<file path="src/hw/rtl/ctdi_pkg.sv">
package ctdi_pkg;

    localparam int TABLE_SIZE_DEF = 4096;
    localparam int INDEX_BITS_DEF = 20;

    // Fixed widths of the port fields.
    localparam int FIELD_W = 20;
    localparam int POINT_W = 12;

    // Each table entry carries an epoch tag; tag zero marks an empty entry.
    localparam int EPOCH_W = 8;

    // Hash: three multiplies folded by XOR, then h ^= h >> 29, then modulo the table size.
    localparam int          HASH_W      = 64;
    localparam int          MIX_SHIFT   = 29;
    localparam int          REDUCE_BITS = 8;
    localparam logic [31:0] HASH_C0     = 32'h9E3779B1;
    localparam logic [31:0] HASH_C1     = 32'h85EBCA77;
    localparam logic [31:0] HASH_C2     = 32'hC2B2AE3D;

    typedef enum logic [3:0] {
        ST_CLEAR,
        ST_IDLE,
        ST_HSTART,
        ST_HWAIT,
        ST_LOOK_RD,
        ST_LOOK_CHK,
        ST_INS_DEC,
        ST_INS_RD,
        ST_INS_CHK,
        ST_EMIT
    } state_t;

    typedef struct packed {
        logic [POINT_W-1:0] point_index;
        logic               is_new_point;
        logic [FIELD_W-1:0] new_vertex;
        logic [FIELD_W-1:0] new_uv;
        logic [FIELD_W-1:0] new_normal;
        logic               overflow;
        logic               last_corner;
    } result_t;

endpackage

</file>
<file path="src/hw/rtl/ctdi_hash.sv">
module ctdi_hash #(
    parameter int TABLE_SIZE = ctdi_pkg::TABLE_SIZE_DEF,
    parameter int COMP_W     = ctdi_pkg::FIELD_W
) (
    input  logic                          clk,
    input  logic                          rst_n,
    input  logic                          start,
    input  logic [3*COMP_W-1:0]           key,
    output logic                          done,
    output logic [$clog2(TABLE_SIZE)-1:0] slot
);

    localparam int  SLOT_W    = $clog2(TABLE_SIZE);
    localparam bit  POW2      = ((TABLE_SIZE & (TABLE_SIZE - 1)) == 0);
    localparam int  STEP_MIX  = 3;
    localparam int  LAST_STEP = STEP_MIX +
        (POW2 ? 0 : ctdi_pkg::HASH_W / ctdi_pkg::REDUCE_BITS);
    localparam int  STEP_W    = $clog2(LAST_STEP + 1);

    logic                        busy_reg, busy_next;
    logic [STEP_W-1:0]           step_reg, step_next;
    logic                        done_reg, done_next;
    logic [3*COMP_W-1:0]         key_reg, key_next;
    logic [ctdi_pkg::HASH_W-1:0] prod_reg, prod_next;
    logic [ctdi_pkg::HASH_W-1:0] acc_reg, acc_next;
    logic [ctdi_pkg::HASH_W-1:0] h_reg, h_next;
    logic [SLOT_W-1:0]           r_reg, r_next;

    logic [31:0]                 mul_a;
    logic [31:0]                 mul_b;
    logic [ctdi_pkg::HASH_W-1:0] mul_p;
    logic [ctdi_pkg::HASH_W-1:0] mix;
    logic [SLOT_W-1:0]           red_r;

    // One shared 32x32 multiplier, one key component per step.
    always_comb
    begin
        case (step_reg)
            STEP_W'(0):
            begin
                mul_a = 32'(key_reg[3*COMP_W-1 -: COMP_W]);
                mul_b = ctdi_pkg::HASH_C0;
            end
            STEP_W'(1):
            begin
                mul_a = 32'(key_reg[2*COMP_W-1 -: COMP_W]);
                mul_b = ctdi_pkg::HASH_C1;
            end
            default:
            begin
                mul_a = 32'(key_reg[COMP_W-1:0]);
                mul_b = ctdi_pkg::HASH_C2;
            end
        endcase
        mul_p = 64'(mul_a) * 64'(mul_b);
        mix   = acc_reg ^ prod_reg;
    end

    // Restoring reduction, eight hash bits per cycle from the top down.
    always_comb
    begin
        logic [SLOT_W:0] red_t;
        red_r = r_reg;
        for (int i = 0; i < ctdi_pkg::REDUCE_BITS; i++)
        begin
            red_t = {red_r, h_reg[ctdi_pkg::HASH_W-1-i]};
            if (red_t >= (SLOT_W+1)'(TABLE_SIZE))
            begin
                red_t = red_t - (SLOT_W+1)'(TABLE_SIZE);
            end
            red_r = red_t[SLOT_W-1:0];
        end
    end

    always_comb
    begin
        busy_next = busy_reg;
        step_next = step_reg;
        done_next = 1'b0;
        key_next  = key_reg;
        prod_next = prod_reg;
        acc_next  = acc_reg;
        h_next    = h_reg;
        r_next    = r_reg;
        if (start)
        begin
            busy_next = 1'b1;
            step_next = '0;
            key_next  = key;
            acc_next  = '0;
        end
        else if (busy_reg)
        begin
            step_next = step_reg + STEP_W'(1);
            if (step_reg < STEP_W'(STEP_MIX))
            begin
                prod_next = mul_p;
                if (step_reg != STEP_W'(0))
                begin
                    acc_next = mix;
                end
            end
            else if (step_reg == STEP_W'(STEP_MIX))
            begin
                h_next = mix ^ (mix >> ctdi_pkg::MIX_SHIFT);
                r_next = '0;
            end
            else
            begin
                r_next = red_r;
                h_next = h_reg << ctdi_pkg::REDUCE_BITS;
            end
            if (step_reg == STEP_W'(LAST_STEP))
            begin
                busy_next = 1'b0;
                done_next = 1'b1;
            end
        end
    end

    always_ff @(posedge clk or negedge rst_n)
    begin
        if (!rst_n)
        begin
            busy_reg <= 1'b0;
            step_reg <= '0;
            done_reg <= 1'b0;
        end
        else
        begin
            busy_reg <= busy_next;
            step_reg <= step_next;
            done_reg <= done_next;
        end
    end

    always_ff @(posedge clk)
    begin
        key_reg  <= key_next;
        prod_reg <= prod_next;
        acc_reg  <= acc_next;
        h_reg    <= h_next;
        r_reg    <= r_next;
    end

    assign done = done_reg;
    assign slot = POW2 ? h_reg[SLOT_W-1:0] : r_reg;

endmodule

</file>
<file path="config.mk">
export PLATFORM = sky130hd
export DESIGN_NAME = ctdi_hash
export DESIGN_NICKNAME = d
export VERILOG_FILES = /design/src/hw/rtl/ctdi_pkg.sv /design/src/hw/rtl/ctdi_hash.sv
export SDC_FILE = /design/constraint.sdc
export NUM_CORES = 1
export LEC_CHECK = 0
export BUFFER_PORTS_ARGS = -buffer_cell sky130_fd_sc_hd__buf_4
export CORE_MARGIN = 5
export CORE_UTILIZATION = 55
export CTS_CLUSTER_SIZE = 14
export DETAILED_ROUTE_END_ITERATION = 6
export GPL_TIMING_DRIVEN = 0
export PLACE_DENSITY = 0.75
export RECOVER_POWER = 25
export SYNTH_ARGS = -nofsm -noshare
export SYNTH_HDL_FRONTEND = slang
export SYNTH_SLANG_ARGS = --single-unit
</file>
<file path="constraint.sdc">
create_clock -name clk -period 8.1 [get_ports clk]
set_clock_uncertainty 0.2 [all_clocks]
set_input_delay 0.405 -clock clk [delete_from_list [all_inputs] [get_ports clk]]
set_output_delay 0.405 -clock clk [all_outputs]
set_load 0.01 [all_outputs]
</file>
-- Word-level counts from Yosys, hierarchy flattened
Cells that the tools add are included.
- $add $sub $neg: 1
- multiply operators: 1
- magnitude comparators: 1
- equal/unequal tests: 2
- muxes and demuxes: 11
- bitwise logic cells: 4
- reductions and logical operators: 6
- operators with widths (cell ; number):
    $mul 32x32->64 ; 1
    $xor 64x64->64 ; 1
    $pmux 31 s2 ; 1
    $pmux 20 s2 ; 1
    $mux 12 ; 1
    $xor 12x12->12 ; 1
    $reduce_and 3->1 ; 3
    $mux 1 ; 6
    $mux 2 ; 2
    $reduce_bool 2->1 ; 2
    $add 2x1->2 const B ; 1
    $eq 2x1->1 const B ; 1
    $eq 2x2->1 const B ; 1
    $logic_not 2->1 ; 1
    $lt 2x2->1 const B ; 1
    $not 1->1 ; 2
- register bits: 204
- bits of input ports: 63
- output and inout bits: 13
- logic and storage cells: 34

-- Logic depth before layout (Yosys ltp)
Gate-level depths: netlist of the first run.
- word-level depth: 4
- gate-level depth with buffers: 32
- depth with buffers taken out: 31

-- Least setup slack after synthesis of the first run
OpenSTA, ideal clock, no wires.
- kind: register to register
- start: reg step_reg[0]
- end: reg prod_reg[39] in the netlist's numbering, data pin
- library setup time: 0.271 ns
- arrival: 7.457 ns
- data required time: 7.629 ns
- setup slack: 0.171 ns
- cell stages (with the launch flop): 29
- buffers on the path: 1
- cells stage by stage: dfrtp_1 inv_1 ha_1 clkbuf_1 a22oi_1 inv_1 nor2_1 or2_2 inv_1 fa_1 inv_1 fa_1 fa_1 inv_1 fa_1 fa_1 fa_1 inv_1 fa_1 inv_1 ha_1 a21oi_1 o21ai_0 nor2_1 a2bb2oi_1 o31ai_4 a2111oi_1 or4b_1 o2111ai_1
- cells in the longest elaborated chain, start to end: 3
- ends and longest elaborated chain (element ; line ; text):
    from (decl) ; ctdi_hash.sv:21 ; logic [STEP_W-1:0] step_reg, step_next;
    from (signal assigned) ; ctdi_hash.sv:132 ; step_reg <= step_next;
    $eq 2x1->1 or $logic_not 2->1 (tied branches) ; ctdi_hash.sv:38 ; case (step_reg)
    $pmux 20 s2 or $pmux 31 s2 (tied branches) ; ctdi_hash.sv:38 ;
    $mul 32x32->64 * ; ctdi_hash.sv:55 ; mul_p = 64'(mul_a) * 64'(mul_b);
    named net mul_p, one bit ; ctdi_hash.sv:31 ; logic [ctdi_pkg::HASH_W-1:0] mul_p;
    to (signal assigned) ; ctdi_hash.sv:140 ; prod_reg <= prod_next;
    to (decl) ; ctdi_hash.sv:24 ; logic [ctdi_pkg::HASH_W-1:0] prod_reg, prod_next;
Mark *: on every way through the listed nets, which the timed path passes. The rest lies on a longest branch.
A chain may end at the register's enable or synchronous reset.

-- Worst setup path in the final report of the first run
- start: reg step_reg[0]
- end: reg prod_reg[40] in the netlist's numbering, data pin
The elaborated chain is that of the path after synthesis.

==> results of run 1 <==
==> layout make-up <==
class	instances	area [sq um]
plain buffers	21	224.0
clock buffers	20	479.2
clock inverters	12	122.6
fillers	2714	11530
inverters	593	2250
multi-input cells	1051	14330
flip-flops and latches	124	3465
well taps	455	569.3
repair buffers	196	1657
==> routing by layer <==
metal,vias up,track usage
met4,0,0.1025
met3,108,0.07999
met5,-,0
met2,592,0.5084
met1,6717,0.4224
li1,5651,-
==> metrics by stage <==
step	hold slack (ns)	cells	util	setup TNS, ns	area, sq um
after floorplan	-0.09059	1789	-	0	19360
after global placement	0.003398	2319	0.5917	-21.25	20490
after detailed placement	0.004806	2320	0.5922	-21.40	20510
after CTS	0.03753	2431	0.6433	-0.03834	22280
after global routing	0.1119	2472	0.6670	-0.3361	23100
final	0.09289	2472	0.6670	0	23100
==> repair_timing <==
action	in CTS	in global routing
buffers inserted	17	40
gates resized for setup	137	135
hold buffers	61	0
cloned	1	1
endpoints found under the hold margin	64	0
endpoints found under the setup margin	15	9
pin swaps	17	60
==> placed cells by master (no fill, tap or decap), drive strengths merged, types with 5 or more instances in the layout <==
cell type | netlist | layout
clkbuf | 20 | 90
nand3 | 5 | 5
nand2 | 88 | 88
ha | 131 | 131
nor3 | 7 | 7
dlygate4sd3 | 0 | 61
o21ai | 15 | 15
nor2 | 78 | 78
a22oi | 7 | 7
inv | 593 | 597
xor2 | 40 | 40
and2 | 25 | 25
or2 | 28 | 28
a21oi | 37 | 37
and3 | 5 | 5
dfxtp | 24 | 24
edfxtp | 96 | 96
buf | 1 | 86
xnor2 | 59 | 59
fa | 456 | 456
a22o | 13 | 13
a21o | 9 | 9
==> worst max-delay path by stage <==
stage                     depth (start not counted)   startpoint      endpoint
after floorplan                                  28  step_reg[0]  prod_reg[39]
after global placement                           28  step_reg[0]  prod_reg[40]
after detailed placement                         28  step_reg[0]  prod_reg[40]
after CTS                                        31  step_reg[0]  prod_reg[40]
after global routing                             30  step_reg[0]  prod_reg[40]
final                                            30  step_reg[0]  prod_reg[40]
==> cells by family after synthesis <==
| group | after synthesis | share of synthesized area |
|---|---|---|
| AOI/OAI and AO/OA | 114 | 0.04079 |
| xor gates and xnor gates | 99 | 0.04479 |
| adders and majority gates | 587 | 0.5563 |
| buffers and inverters | 614 | 0.1191 |
| DFF | 124 | 0.1789 |
| muxes | 1 | 0.0005171 |
| and+or+nand+nor | 250 | 0.05966 |
==> impl_metrics.toml, run 1 <==
[clocking]
clock_tree.buffer_depth = 2
htreeDepth = 4
cts_root_buffer = "clkbuf_16"
cts_buffers = 17
cts.sinks = 124
clk_latency_ns = 0.47
clk_pin_slew_ns = 0.08
cts_tree = "yes"

[outcome]
status = "completed"

[synthesis]
syn_nets = 2439
synthesis.area_sq_um = 19360
yosysTopAreaCell = "fa_1"
ys_seq_area_frac = 0.1789
async_flop_share = 0.03226
synth_common_cells = "inv_1, fa_1, ha_1"
yosys.area.top_type_share = 0.4716
netlist_instances = 1789
synth_area_per_cell_sq_um = 10.82
ys_warn_count = 0
synth_cell_types = 58
synth.most_common_cell = "inv_1"
synth_edf_count = 96
synth-main-ff-cell = "edfxtp_1"
synth_area_leaders = "fa_1, edfxtp_1, inv_1"
ys_seq_elements = 124

[routing]
ant_nets = 0
totalWireLength_microns = 60400
vias_per_cell = 5.286
dr_total_vias = 13070
routedLengthMet1_microns = 24040
met3_length_microns = 5069
drcViolationCount = 0
wl_met2_microns = 28890
first_pass_iters = 5
drt-initial-drc-count = 1001
top_layer = "met4"
wire_per_inst_microns = 24.43

[placed_design]
io_buffers = 75
dp_hpwl_microns = 51220
place_ws_ns = -2.094
gp_congestion = 1.075

[timing]
grt_setup_unrepaired = "true"
post-route-min-period_ns = 8.007
final.period_utilization = 0.9885
tightestPinTransition_ns = 0.9899
fmax_ghz = 0.1249
worst_slack_ns = 0.09282
finalSetupViolCount = 0
hold_violations = 0
drv_slew = 0
slew_headroom = 0.3376

[floorplan]
dieArea_sq_um = 39050
die-width_microns = 197.6
core_sq_um = 34630
dieHeight_microns = 197.6
ioPinCount = 76
start_util = 0.5590
num_rows = 68

[critical_path]
worstPathMaxFanout = 6
r2r_start = "step_reg[0]"
cp.required_ns = 8.08
r2r-end = "prod_reg[40]"
crit_slowest_cell = "fa_1"
path_class = "reg2reg"
end_kind = "flip-flop"
arrival_ns = 7.98
slowest_delay_ns = 0.57
cp_common_cell = "fa_1"
cp_top_family = "adder cells"
r2r_cells = 30
cp-start-kind = "flip-flop"
regToRegSetupSlack_ns = 0.09
crit_buf_inv = 9

[min_path]
hold_path.class = "in2async"

[final_layout]
antenna_cells = 0
area_growth_pct = 19.33
final_nets = 2654
largest_reg_flops = 60
drive_gt1_frac = 0.1879

[grt]
grt_pass1_vias = 14100
overflow = 0
grt_pass1_wl_microns = 87860
grt_max_degree = 64
grt_antenna_before_repair = 2
grtUsageTotal = 0.3147

[job]
maxCapViolCount = 0
Power of run 1 is not shown: default switching activity piles up to over one toggle a cycle in this logic, so the estimate is an artifact.
==> inputs of run 2 (changes only) <==
- PLACE_DENSITY: 0.75 -> 0.77
==> impl_metrics.toml, run 2 (synthesis results as in run 1) <==
[clocking]
clk_pin_slew_ns = 0.09
htreeDepth = 4
clk_latency_ns = 0.47
clock_tree.buffer_depth = 2
cts_tree = "yes"
cts.sinks = 124
cts_buffers = 17
cts_root_buffer = "clkbuf_16"

[grt]
overflow = 0
grt_max_degree = 64
grt_pass1_wl_microns = 87940
grtUsageTotal = 0.3137
grt_antenna_before_repair = 1
grt_pass1_vias = 14270

[timing]
post-route-min-period_ns = 7.980
drv_slew = 0
finalSetupViolCount = 0
fmax_ghz = 0.1253
slew_headroom = 0.4468
tightestPinTransition_ns = 0.8298
final.period_utilization = 0.9852
hold_violations = 0

[placed_design]
dp_hpwl_microns = 51120
post-place-cells = 2320
io_buffers = 75
gp_congestion = 1.038

[critical_path]
worstPathMaxFanout = 6
cp_common_cell = "fa_1"
cp.required_ns = 8.18
cp-start-kind = "flip-flop"
crit_buf_inv = 10
end_kind = "flip-flop"
cp_top_family = "adder cells"
path_class = "reg2reg"
arrival_ns = 8.06
slowest_delay_ns = 0.55
regToRegSetupSlack_ns = 0.12
crit_slowest_cell = "or4b_1"

[floorplan]
start_util = 0.5590
die-width_microns = 197.6
ioPinCount = 76
num_rows = 68
core_sq_um = 34630
dieHeight_microns = 197.6
dieArea_sq_um = 39050

[final_layout]
final_cell_mix = "inv_1, fa_1, ha_1, edfxtp_1, buf_4"
area_growth_pct = 20.06
antenna_cells = 0
num-fill-cells = 2581
final_nets = 2664
drive_gt1_frac = 0.1949
layout_commonest_cell = "inv_1"
largest_reg_flops = 60
fin_util = 0.6712
stdcell_count = 2482

[routing]
drcViolationCount = 0
first_pass_iters = 7
wire_per_inst_microns = 24.15
drt-initial-drc-count = 1074
totalWireLength_microns = 59930
ant_nets = 0
dr_total_vias = 12960
vias_per_cell = 5.223

[job]
maxCapViolCount = 0

[min_path]
hold_path.class = "in2async"

[outcome]
status = "completed"
run 2: changes by cell type in the layout (fill, tap and decap cells not counted), moves of 4 or more:
cell and delta:
a22o_4 +4, nor2_2 -4, nand2_1 +4, buf_4 +9, fa_1 -6, nand2_2 -6
fa_2 +6, nor2_4 +4, inv_4 +6, ha_4 +4, a22o_2 -4
run 2: layout make-up:
cell class	count	area [sq um]	share of cell area
buffer	21	221.5	0.009529
clock buffer	18	429.2	0.01847
clock inverter	14	112.6	0.004845
inverter	593	2256	0.09707
multi-input combinational	1051	14440	0.6211
sequential	124	3465	0.1491
tap	455	569.3	0.02450
timing repair buffer	206	1753	0.07542
run 2: worst paths after layout:
kind / start / end / depth (start not counted)
hold / removal: rst_n / done / 2
min in group clk: acc_reg[1] / acc_reg[1] / 2
setup / recovery: step_reg[1] / prod_reg[39] / 31
hold reg to reg: acc_reg[1] / acc_reg[1] / 2
max in group asynchronous: rst_n / step_reg[0] / 2
setup reg to reg: step_reg[1] / prod_reg[39] / 31
run 2: timing repair:
action | in CTS | in global routing
gates resized for setup | 129 | 173
buffers inserted | 18 | 50
hold buffers | 61 | 0
cloned | 1 | 0
setup endpoints to repair | 15 | 8
hold endpoints to repair | 64 | 0
pin swaps | 14 | 74
run 2: stage by stage:
step	cell area [sq um]	setup TNS (ns)	hold slack [ns]	setup slack (ns)
after floorplan	19360	0	-0.09059	0.1712
after CTS	22200	-0.008634	0.04840	-0.008634
after global placement	20490	-20.60	0.001453	-2.058
after detailed placement	20510	-21.36	0.006035	-2.127
after global routing	23240	-0.3367	0.1379	-0.1188
final	23240	0	0.09947	0.1195
run 2: per-layer routing:
metal / share of wire / vias to the layer above / routed length, microns / global-route usage
li1: - / 5670 / - / -
met1: 0.40 / 6587 / 23730 / 0.4216
met2: 0.48 / 561 / 28770 / 0.5064
met3: 0.082 / 143 / 4941 / 0.07232
met4: 0.041 / 2 / 2474 / 0.1127
met5: 0.00022 / - / 13 / 0
run 2: worst register-to-register path, delay by kind of cell (launching register included):
family / cells / cell delay [ns]
AOI/OAI and AO/OA: 6 / 0.98
and+or+nand+nor: 6 / 1.13
DFF: 1 / 0.41
buffers and inverters: 10 / 0.96
adders and majority gates: 9 / 4.14
Power of run 2 is left out for the same reason.
